### src/hw/rtl/assert_macros.svh
// ----------------------------------------------------------------------------
// Assertion macros
// Shared concurrent assertion forms, clocked on a rising edge and disabled
// while reset is high.
// ----------------------------------------------------------------------------
`ifndef ASSERT_MACROS_SVH
`define ASSERT_MACROS_SVH

// The property must hold at every clock edge outside reset.
`define ASSERT_CLK(label, clk, rst, prop, msg) \
   label: assert property (@(posedge clk) disable iff (rst) (prop)) else $error(msg);

// The expression must never be true at a clock edge outside reset.
`define ASSERT_NEVER(label, clk, rst, expr, msg) \
   label: assert property (@(posedge clk) disable iff (rst) !(expr)) else $error(msg);

`endif

### src/hw/rtl/ciat_pkg.sv
// ----------------------------------------------------------------------------
// ciat_pkg
// Types, constants and operation codes of the idle connection aging table.
// ----------------------------------------------------------------------------
package ciat_pkg;

   localparam int TABLE_DEPTH = 64;
   localparam int SLOT_BITS   = $clog2(TABLE_DEPTH);
   localparam int TIME_BITS   = 32;

   localparam logic [31:0] LIMIT_RESET = 32'd60;

   localparam logic [1:0] OP_REGISTER = 2'd0;
   localparam logic [1:0] OP_REMOVE   = 2'd1;
   localparam logic [1:0] OP_UPDATE   = 2'd2;
   localparam logic [1:0] OP_SWEEP    = 2'd3;

   typedef struct packed {
      logic [1:0]  kind;
      logic [7:0]  slot;
      logic [31:0] time_value;
   } req_type;

   typedef struct packed {
      logic       status;
      logic       closed_valid;
      logic [7:0] closed_slot;
      logic       last;
   } rsp_type;

   // Commands from the controller to the datapath.
   typedef struct packed {
      logic single_op;
      logic sweep_load;
      logic sweep_read;
      logic final_emit;
   } cmd_type;

   // Status from the datapath to the controller.
   typedef struct packed {
      logic last_addr;
   } stat_type;

endpackage

### src/hw/rtl/idle_connection_aging_table.sv
// ----------------------------------------------------------------------------
// idle_connection_aging_table
// Table of connection slots with last-activity stamps and idle-time aging.
// ----------------------------------------------------------------------------
// A command word is taken on req_data at a rising edge where start is high
// and busy is low. Register, remove and update touch one slot: the result
// word appears on rsp_data with rsp_strobe high in the next cycle, and busy
// stays low, so one such command can be taken every cycle.
// A sweep raises busy while the controller walks the stamp memory, one slot
// per cycle through its single registered read port. Each closed slot gives
// one word, in ascending slot order; the final word of the sweep, marked by
// last, comes in the cycle after busy falls, when a new command may already
// be taken. Every result word is on the result ports for exactly one cycle;
// the receiver cannot stall, so it must take each strobed word as it comes.
// The idle limit is written through csr_we and csr_wdata; the user must
// write it only while the block is idle, which the block does not enforce.
// Reset clears all valid marks at once and sets the limit to 60; the stamp
// memory needs no clearing, since a stamp is read only behind a valid mark.
// ----------------------------------------------------------------------------
`include "assert_macros.svh"

module idle_connection_aging_table (
   input  logic              clock,
   input  logic              reset,
   input  logic              start,
   output logic              busy,
   input  ciat_pkg::req_type req_data,
   output logic              rsp_strobe,
   output ciat_pkg::rsp_type rsp_data,
   input  logic              csr_we,
   input  logic [31:0]       csr_wdata
);
   import ciat_pkg::*;

   cmd_type  cmd;
   stat_type stat;
   logic     accept;

   // The controller owns the sequencing; the datapath owns all storage.
   ciat_ctrl u_ctrl (
      .clock (clock),
      .reset (reset),
      .start (start),
      .kind  (req_data.kind),
      .stat  (stat),
      .cmd   (cmd),
      .busy  (busy)
   );

   ciat_dp u_dp (
      .clock      (clock),
      .reset      (reset),
      .req_data   (req_data),
      .csr_we     (csr_we),
      .csr_wdata  (csr_wdata),
      .cmd        (cmd),
      .stat       (stat),
      .rsp_strobe (rsp_strobe),
      .rsp_data   (rsp_data)
   );

   assign accept = start && !busy;

   // A single-slot command answers with one final word in the next cycle.
   `ASSERT_CLK(a_single_answer, clock, reset, (accept && (req_data.kind != OP_SWEEP)) |=> (rsp_strobe && rsp_data.last), "single-slot command gave no final word")

   // A sweep holds the block busy while it walks the table.
   `ASSERT_CLK(a_sweep_busy, clock, reset, (accept && (req_data.kind == OP_SWEEP)) |=> busy, "sweep did not raise busy")

   // A word that names no closed slot always ends its command and carries slot zero.
   `ASSERT_CLK(a_no_close_word, clock, reset, (rsp_strobe && !rsp_data.closed_valid) |-> (rsp_data.last && (rsp_data.closed_slot == 8'd0)), "word without closed slot is malformed")

   // The controller issues at most one command per cycle.
   `ASSERT_NEVER(a_one_cmd, clock, reset, !$onehot0({cmd.single_op, cmd.sweep_load, cmd.sweep_read, cmd.final_emit}), "controller issued overlapping commands")

endmodule

### src/hw/rtl/ciat_ctrl.sv
// ----------------------------------------------------------------------------
// ciat_ctrl
// Controller: accepts commands and sequences the sweep walk over the table.
// ----------------------------------------------------------------------------
module ciat_ctrl (
   input  logic               clock,
   input  logic               reset,
   input  logic               start,
   input  logic [1:0]         kind,
   input  ciat_pkg::stat_type stat,
   output ciat_pkg::cmd_type  cmd,
   output logic               busy
);
   import ciat_pkg::*;

   localparam logic [1:0] ST_IDLE  = 2'd0;
   localparam logic [1:0] ST_SWEEP = 2'd1;
   localparam logic [1:0] ST_DRAIN = 2'd2;
   localparam logic [1:0] ST_DONE  = 2'd3;

   logic [1:0] state_ff;
   logic [1:0] state_in;

   always_comb begin
      state_in = state_ff;
      cmd      = '0;
      unique case (state_ff)
         ST_IDLE: begin
            if (start) begin
               if (kind == OP_SWEEP) begin
                  cmd.sweep_load = 1'b1;
                  state_in       = ST_SWEEP;
               end else begin
                  cmd.single_op = 1'b1;
               end
            end
         end
         ST_SWEEP: begin
            cmd.sweep_read = 1'b1;
            if (stat.last_addr) begin
               state_in = ST_DRAIN;
            end
         end
         ST_DRAIN: begin
            state_in = ST_DONE;
         end
         ST_DONE: begin
            cmd.final_emit = 1'b1;
            state_in       = ST_IDLE;
         end
         default: begin
            state_in = ST_IDLE;
         end
      endcase
   end

   always_ff @(posedge clock) begin
      if (reset) begin
         state_ff <= ST_IDLE;
      end else begin
         state_ff <= state_in;
      end
   end

   assign busy = (state_ff != ST_IDLE);

endmodule

### src/hw/rtl/ciat_dp.sv
// ----------------------------------------------------------------------------
// ciat_dp
// Datapath: valid marks, stamp memory, idle compare and result register.
// ----------------------------------------------------------------------------
module ciat_dp (
   input  logic               clock,
   input  logic               reset,
   input  ciat_pkg::req_type  req_data,
   input  logic               csr_we,
   input  logic [31:0]        csr_wdata,
   input  ciat_pkg::cmd_type  cmd,
   output ciat_pkg::stat_type stat,
   output logic               rsp_strobe,
   output ciat_pkg::rsp_type  rsp_data
);
   import ciat_pkg::*;

   logic [31:0]            limit_ff;
   logic [TABLE_DEPTH-1:0] valid_ff;
   logic [TABLE_DEPTH-1:0] valid_in;
   logic [TIME_BITS-1:0]   stamp_mem [TABLE_DEPTH];
   logic [TIME_BITS-1:0]   rd_data_ff;
   logic [TIME_BITS-1:0]   sweep_time_ff;
   logic [SLOT_BITS-1:0]   cnt_ff;
   logic [SLOT_BITS-1:0]   cnt_in;
   logic                   cmp_en_ff;
   logic [SLOT_BITS-1:0]   cmp_idx_ff;
   logic                   pend_valid_ff;
   logic                   pend_valid_in;
   logic [SLOT_BITS-1:0]   pend_slot_ff;
   logic [SLOT_BITS-1:0]   pend_slot_in;
   logic                   rsp_strobe_ff;
   logic                   rsp_strobe_in;
   rsp_type                rsp_ff;
   rsp_type                rsp_in;

   logic [SLOT_BITS-1:0] req_idx;
   logic                 in_range;
   logic                 mem_we;
   logic [TIME_BITS-1:0] mem_wdata;
   logic                 single_status;
   logic [TIME_BITS-1:0] span;
   logic                 hit;

   assign req_idx   = req_data.slot[SLOT_BITS-1:0];
   assign in_range  = ({1'b0, req_data.slot} < 9'(TABLE_DEPTH));
   assign mem_wdata = TIME_BITS'(req_data.time_value);

   // Idle span wraps modulo the time width.
   assign span = sweep_time_ff - rd_data_ff;
   assign hit  = cmp_en_ff && valid_ff[cmp_idx_ff] && (64'(span) > 64'(limit_ff));

   always_comb begin
      valid_in      = valid_ff;
      mem_we        = 1'b0;
      single_status = 1'b0;
      if (cmd.single_op) begin
         if (!in_range) begin
            single_status = 1'b1;
         end else begin
            unique case (req_data.kind)
               OP_REGISTER: begin
                  valid_in[req_idx] = 1'b1;
                  mem_we            = 1'b1;
               end
               OP_REMOVE: begin
                  valid_in[req_idx] = 1'b0;
               end
               OP_UPDATE: begin
                  if (valid_ff[req_idx]) begin
                     mem_we = 1'b1;
                  end else begin
                     single_status = 1'b1;
                  end
               end
               default: begin
               end
            endcase
         end
      end
      if (hit) begin
         valid_in[cmp_idx_ff] = 1'b0;
      end
   end

   // A closed slot is held back one step so that the last one can be marked.
   always_comb begin
      rsp_strobe_in = 1'b0;
      rsp_in        = '0;
      pend_valid_in = pend_valid_ff;
      pend_slot_in  = pend_slot_ff;
      priority if (cmd.single_op) begin
         rsp_strobe_in = 1'b1;
         rsp_in.status = single_status;
         rsp_in.last   = 1'b1;
      end else if (cmd.final_emit) begin
         rsp_strobe_in       = 1'b1;
         rsp_in.closed_valid = pend_valid_ff;
         rsp_in.closed_slot  = pend_valid_ff ? 8'(pend_slot_ff) : 8'd0;
         rsp_in.last         = 1'b1;
         pend_valid_in       = 1'b0;
      end else if (hit) begin
         if (pend_valid_ff) begin
            rsp_strobe_in       = 1'b1;
            rsp_in.closed_valid = 1'b1;
            rsp_in.closed_slot  = 8'(pend_slot_ff);
         end
         pend_valid_in = 1'b1;
         pend_slot_in  = cmp_idx_ff;
      end else if (cmd.sweep_load) begin
         pend_valid_in = 1'b0;
      end
   end

   always_comb begin
      cnt_in = cnt_ff;
      if (cmd.sweep_load) begin
         cnt_in = '0;
      end else if (cmd.sweep_read) begin
         cnt_in = cnt_ff + 1'b1;
      end
   end

   assign stat.last_addr = (cnt_ff == SLOT_BITS'(TABLE_DEPTH - 1));

   always_ff @(posedge clock) begin
      if (mem_we) begin
         stamp_mem[req_idx] <= mem_wdata;
      end
      if (cmd.sweep_read) begin
         rd_data_ff <= stamp_mem[cnt_ff];
      end
   end

   always_ff @(posedge clock) begin
      if (reset) begin
         limit_ff      <= LIMIT_RESET;
         valid_ff      <= '0;
         cnt_ff        <= '0;
         cmp_en_ff     <= 1'b0;
         pend_valid_ff <= 1'b0;
         rsp_strobe_ff <= 1'b0;
      end else begin
         if (csr_we) begin
            limit_ff <= csr_wdata;
         end
         valid_ff      <= valid_in;
         cnt_ff        <= cnt_in;
         cmp_en_ff     <= cmd.sweep_read;
         pend_valid_ff <= pend_valid_in;
         rsp_strobe_ff <= rsp_strobe_in;
      end
   end

   always_ff @(posedge clock) begin
      cmp_idx_ff   <= cnt_ff;
      pend_slot_ff <= pend_slot_in;
      rsp_ff       <= rsp_in;
      if (cmd.sweep_load) begin
         sweep_time_ff <= mem_wdata;
      end
   end

   assign rsp_strobe = rsp_strobe_ff;
   assign rsp_data   = rsp_ff;

endmodule
### config.mk
export PLATFORM = sky130hd
export DESIGN_NAME = idle_connection_aging_table
export DESIGN_NICKNAME = d
export VERILOG_FILES = /design/src/hw/rtl/ciat_pkg.sv /design/src/hw/rtl/idle_connection_aging_table.sv /design/src/hw/rtl/ciat_ctrl.sv /design/src/hw/rtl/ciat_dp.sv
export VERILOG_INCLUDE_DIRS = /design/src /design/src/hw/rtl
export SDC_FILE = /design/constraint.sdc
export NUM_CORES = 2
export LEC_CHECK = 0
export BUFFER_PORTS_ARGS = -buffer_cell sky130_fd_sc_hd__buf_2
export CORE_MARGIN = 4
export CORE_UTILIZATION = 30
export DETAILED_ROUTE_END_ITERATION = 10
export MAX_ROUTING_LAYER = met4
export SLEW_MARGIN = 20
export SYNTH_ARGS = -nofsm -noshare
export SYNTH_HDL_FRONTEND = slang
export SYNTH_HIERARCHICAL = 1
export SYNTH_SLANG_ARGS = --single-unit
### constraint.sdc
create_clock -name clock -period 9.8 [get_ports clock]
set_clock_uncertainty 0.2 [all_clocks]
set_input_delay 0 -clock clock [delete_from_list [all_inputs] [get_ports clock]]
set_output_delay 0 -clock clock [all_outputs]
set_load 0.01 [all_outputs]
# Yosys cells after proc, flatten, opt, wreduce, memory -nomap -nowiden
# Memory sizes are Yosys's and may differ from the RTL's. A register that Yosys moved wholly into a read port is not among the register bits.
# Cells that the tools add are included.
# classes
order_cmp,6
reduce_logical,12
eq_ne,10
n_addsub,2
n_bitwise,7
muxes,43
# ops
operator,n
$mux 64,3
$and 64x64->64,2
$not 64->64,2
$pmux 64 s2,1
$or 64x64->64,1
$gt 32x32->1,1
$sub 32x32->32,1
$mux 9,3
$mux 1,24
$lt 6x7->1 const B,2
$bmux 1 s6,2
$demux 1 s6,2
$ge 6x1->1 const B,2
$mux 2,5
$eq 2x2->1 const B,4
$lt 8x7->1 const B,1
$pmux 2 s4,1
$add 6x1->6 const B,1
$eq 6x6->1 const B,1
$mux 6,1
$reduce_and 3->1,2
$eq 2x1->1 const B,2
$logic_and 1x1->1,4
$logic_not 2->1,2
other kinds (8),10
# totals
ramBits,2048
wordCells,95
mem_count,1
reg_bits,162
inputBits,78
# memory_table
name,depth,width,read_ports,rd_ports_with_merged_regs,wr,line_no,source
u_dp.stamp_mem,64,32,1,1,1,ciat_dp.sv:21,logic [TIME_BITS-1:0] stamp_mem [TABLE_DEPTH];

# Logic depth before layout (Yosys ltp)
# logic_depth
depth_word,11
depth_mapped,23
mapped_depth_nobuf,21

# Cells and area by module
# Netlist, hierarchy kept.
# modules_own_cells
module,cells_per_inst,n_inst,seq_area_each_um2,area_per_inst_um2
ciat_dp,4219,1,66003.3,88805.2
ciat_ctrl,23,1,40.0,207.7

# Worst setup path before layout
# OpenSTA, ideal clock, no wires.
# synth_path
kind,reg2reg
start,register u_dp.sweep_time_ff[0]
end,"register u_dp.pend_slot_ff[0], enable pin"
setup_slack_ns,4.868
required_ns,9.223
n_path_buf,0
arrival_ns,4.355
stages_incl_launch_ff,19
path_cell_list,edfxtp_1 > inv_1 > ha_1 > inv_1 > fa_1 > a211oi_1 > o21bai_1 > a2111o_1 > and3_4 > o41ai_4 > o2111ai_1 > a21oi_1 > xnor2_1 > ha_1 > nand4_1 > nor4_1 > o31a_1 > o21ai_1 > nor3_1
# synth_via
elab_chain_len,4
# synth_lines
item,line_no,source
from (decl),ciat_dp.sv:23,logic [TIME_BITS-1:0] sweep_time_ff;
from (signal assigned),ciat_dp.sv:160,sweep_time_ff <= mem_wdata;
$sub 32x32->32,ciat_dp.sv:50,assign span = sweep_time_ff - rd_data_ff;
$gt 32x32->1,ciat_dp.sv:51,assign hit = cmp_en_ff && valid_ff[cmp_idx_ff] && (64'(span) > 64'(limit_ff));
$logic_and 1x1->1,ciat_dp.sv:51,
$reduce_and 3->1 (no line),-,
to (signal assigned),ciat_dp.sv:157,pend_slot_ff <= pend_slot_in;
to (decl),ciat_dp.sv:30,logic [SLOT_BITS-1:0] pend_slot_ff;
# Every way passes these cells.
# A chain may end at the register's enable or synchronous reset.

# Worst setup path after layout
# layout_path
start,register u_dp.sweep_time_ff[0]
end,register u_dp.pend_valid_ff
# layout_via
elab_chain_len,5
# layout_lines
item,line_no,source
$sub 32x32->32 *,ciat_dp.sv:50,
$gt 32x32->1 *,ciat_dp.sv:51,
$logic_and 1x1->1 *,ciat_dp.sv:51,
$reduce_bool 3->1 (no line) or $mux 1 (tied branches),-,
$reduce_and 2->1 (no line) or $mux 1 (tied branches),-,
to (signal assigned),ciat_dp.sv:150,pend_valid_ff <= pend_valid_in;
to (decl),ciat_dp.sv:28,logic pend_valid_ff;
# Mark *: on every way between the ends. The rest lies on a longest branch, timed or not.

==> flow_summary.yaml <==
run_status:
  outcome: "completed"
logic_synthesis:
  synth-simple-area-share_pct: 2.432
  dominantRegCellSynth: "sky130_fd_sc_hd__edfxtp_1"
  synth_top_family_by_area: "multiplexers"
  ys_seq_elements: 2240
  post_synth_most_frequent_cells: "2118 x sky130_fd_sc_hd__edfxtp_1, 682 x sky130_fd_sc_hd__mux4_2, 143 x sky130_fd_sc_hd__nor2_1, 138 x sky130_fd_sc_hd__clkbuf_1, 122 x sky130_fd_sc_hd__dfxtp_1"
  synthCells: 4242
  seq_area_frac_synth_pct: 74.20
  yosysMostFrequentCell: "sky130_fd_sc_hd__edfxtp_1"
  synth_top_area_share_pct: 71.45
  synthesis.area_sq_mm: 0.08901
  synth_compound_area_share_pct: 2.641
  ys_warn_count: 6
  synthMuxAreaShare_pct: 17.91
  dominant_cells_by_area_after_synthesis: "sky130_fd_sc_hd__edfxtp_1 71%, sky130_fd_sc_hd__mux4_2 17%, sky130_fd_sc_hd__dfxtp_1 2.7%"
  yosys.area_share.xor_xnor_pct: 0.3149
  synth_enable_flop_cells: 2118
  post_synth.cell_area_avg_sq_um: 20.98
  ys_async_sr_fraction_pct: 0
  synth.distinct_cells: 71
  netlist.top_cell.by_area: "sky130_fd_sc_hd__edfxtp_1"
  yosys.area_share.adder_pct: 0.9924
cells_and_area:
  area_growth_syn_to_layout_pct: 17.07
  finalCoreUtilization_pct: 35.38
  stdcell_count: 8732
  layout.filler_cells: 26970
  post_route_cells_drive_above_1_share_pct: 27.25
  design_area_sq_mm: 0.1042
  nets: 4756
power:
  total_power_mw: 22.09
  total_power_density_per_cell_area_mw_per_mm2: 211.9
  p_leak_nw: 31.44
  vdd_drop_max_uv: 204.7
cts:
  cts.reportedPaths.clkPinSlew_ns: 0.06
  worst_skew_pair.late_latency_ns: 0.88
  cts-resized-gates: 0
  cts.hold.buffers_added: 191
  h-tree-depth: 4
  postCtsSetupRepairBufs: 0
  cts_tree: "built"
  clock_tree.buffer_depth: 3
  cts_root_buf: "sky130_fd_sc_hd__clkbuf_16"
  clock_sinks: 2240
  cts_inserted_buffers: 225
timing:
  worst-slew-pin-transition_ns: 1.184
  fin_tns_setup_ns: 0
  final_hold_vios: 0
  maxSlewViolCount: 0
  worst_slack_ns: 3.797
  timing.max_slew.rel_slack_pct: 21.04
  timing.final.crit_share_pct: 61.25
  finalHoldWorstSlack_ns: 0.08181
  post-route-min-period_ns: 6.003
  timing.final.setup_violations: 0
  fmax_mhz: 166.6
  rsz0062_at_grt: "no"
drt:
  post-route-drc-count: 0
  routed_via_density: 5.155
  drtIter0Drc: 5191
  dr_total_vias: 45020
  drt_wl_total_mm: 229.1
  drt-pass1-iter-count: 5
  drtAntennaViolNets: 0
  post_drt_wl_per_cell_um: 26.24
global_routing:
  antenna_violations_before_repair: 28
  grt_util_met2_pct: 23.98
  maximum_number_of_pins_on_one_net_before_global_route_repair: 132
  most_congested_layer_reported_by_global_routing: "met2"
  globalRoute.totalOverflow: 0
  gr-usage-met3_pct: 2.329
  globalRouteMet1Util_pct: 20.58
  grt_pass1_vias: 44830
  track_usage_pct: 15.09
  grt_first_pass_wirelength_mm: 329.8
floorplanning:
  initial_core_utilization_pct: 30.22
  die_y_um: 552.7
  core.rowCount: 199
  die_x_um: 552.7
  floorplan.core_area_sq_mm: 0.2946
  num_io_pins: 91
  design.die.area_sq_mm: 0.3055
min_path:
  hold_path_startpoint: "req_data[20]"
  hold_end: "u_dp/stamp_mem[36][20]$_DFFE_PP_"
  hp-class: "input port to flop"
  min_path_cells: 2
setup_path:
  r2r-end: "u_dp/pend_valid_ff$_SDFFE_PP0P_"
  start_kind: "flop"
  worstPathMaxFanout: 60
  rrSetupSlack_ns: 3.80
  reg2reg_depth: 21
  crit_type: "flop to flop"
  worst-endpoint-required_ns: 10.36
  worstSetupEndpointType: "flop"
  critPathArrivalTime_ns: 6.56
  worstReg2RegStart: "u_dp/sweep_time_ff[0]$_DFFE_PP_"
placement:
  total_half_perimeter_wirelength_after_legalization_and_detailed_placement_mm: 126.4
  dpl-instance-area_sq_mm: 0.09477
  placement.io_buffers: 88
  place_worst_setup_slack_ns: 4.198
  place.gp.congestion: 0.8538
  dp.cells: 8109
run:
  maxCapViolations: 0
[final cells by class]
cell class,instances,area (sq um),area share [%]
diodes,9,22.52,0.02161
clock buffers,287,5981,5.739
flip-flops and latches,2240,66060,63.39
clock inverters,136,1469,1.410
repair buffers,389,3331,3.196
multi-input cells,1671,22140,21.24
inverters,81,305.3,0.2930
well taps,3919,4903,4.705
[cells in the final DEF (no fill, tap or decap), drive strengths merged, types with 10 or more instances in the layout]
cell type,count
xor2,13
nor3,74
mux2i,42
mux2,14
nor2,144
dlygate4sd3,191
o31ai,50
buf,198
xnor2,19
mux4,682
edfxtp,2118
bufinv,23
a21oi,97
and3,10
nand3,45
a21o,23
inv,90
ha,69
nand2,115
o21a,12
clkbuf,287
nor2b,15
clkinv,102
o21ai,91
dfxtp,122
nand4,16
nand2b,12
[logic make-up (layout without fill, tap and decap cells)]
group,count (synthesis),count (layout)
fa+ha+maj,70,70
xor+xnor,32,32
mux,738,738
flops,2240,2240
compound gates,364,364
other cells,1,11
buf+inv,332,893
simple gates,465,465
[registers in the layout (all words and copies together), names as in the netlist, 2 cells and up]
signal              count
u_dp/limit_ff          32
u_dp/rsp_data           9
u_dp/cmp_idx_ff         6
u_dp/valid_ff          64
u_dp/sweep_time_ff     32
u_dp/pend_slot_ff       6
u_dp/cnt_ff             6
u_ctrl/state_ff         2
u_dp/rd_data_ff        32
u_dp/stamp_mem       2048
[per-layer routing]
layer / vias to the layer above / part of all wire (%)
li1: 18510 / -
met1: 24390 / 42
met2: 1801 / 49
met3: 317 / 7.2
met4: 0 / 1.9
met5: - / 0
[how the worst max path moves through the flow]
| stage | from | end | cells past startpoint |
|---|---|---|---|
| after detailed placement | u_dp/sweep_time_ff[0]$_DFFE_PP_ | u_dp/pend_slot_ff[2]$_DFFE_PP_ | 18 |
| after CTS | u_dp/sweep_time_ff[0]$_DFFE_PP_ | u_dp/pend_valid_ff$_SDFFE_PP0P_ | 21 |
| after global routing | u_dp/sweep_time_ff[0]$_DFFE_PP_ | u_dp/pend_valid_ff$_SDFFE_PP0P_ | 21 |
| after global placement | u_dp/sweep_time_ff[0]$_DFFE_PP_ | u_dp/pend_slot_ff[5]$_DFFE_PP_ | 18 |
| after floorplan | u_dp/sweep_time_ff[0]$_DFFE_PP_ | u_dp/pend_slot_ff[0]$_DFFE_PP_ | 18 |
| final | u_dp/sweep_time_ff[0]$_DFFE_PP_ | u_dp/pend_valid_ff$_SDFFE_PP0P_ | 21 |
[critical path, stage by stage, from the launching register on]
cell and delay [ns]:
sky130_fd_sc_hd__edfxtp_1 0.36, sky130_fd_sc_hd__inv_1 0.07, sky130_fd_sc_hd__ha_1 0.17, sky130_fd_sc_hd__inv_1 0.06, sky130_fd_sc_hd__fa_1 0.43, sky130_fd_sc_hd__a211oi_1 0.23, sky130_fd_sc_hd__o21bai_1 0.16, sky130_fd_sc_hd__a2111o_1 0.48
sky130_fd_sc_hd__and3_4 0.21, sky130_fd_sc_hd__o41ai_4 0.35, sky130_fd_sc_hd__o2111ai_1 0.21, sky130_fd_sc_hd__a21oi_1 0.21, sky130_fd_sc_hd__xnor2_1 0.09, sky130_fd_sc_hd__ha_1 0.28, sky130_fd_sc_hd__nand4_1 0.15, sky130_fd_sc_hd__nor4_1 0.40
sky130_fd_sc_hd__nand2_1 0.18, sky130_fd_sc_hd__o21ai_4 0.14, sky130_fd_sc_hd__buf_4 0.60, sky130_fd_sc_hd__nor3_1 0.13, sky130_fd_sc_hd__o2bb2ai_1 0.16, sky130_fd_sc_hd__dlygate4sd3_1 0.59
[power breakdown]
group / leakage (nW) / total (mW) / internal [mW] / switching (mW)
logic: 7.75 / 2.92 / 1.40 / 1.53
registers: 20.0 / 10.6 / 10.5 / 0.0509
clock network: 3.64 / 8.57 / 4.94 / 3.63
total: 31.4 / 22.1 / 16.9 / 5.21
No activity file was read; power rests on OpenSTA's default activity.
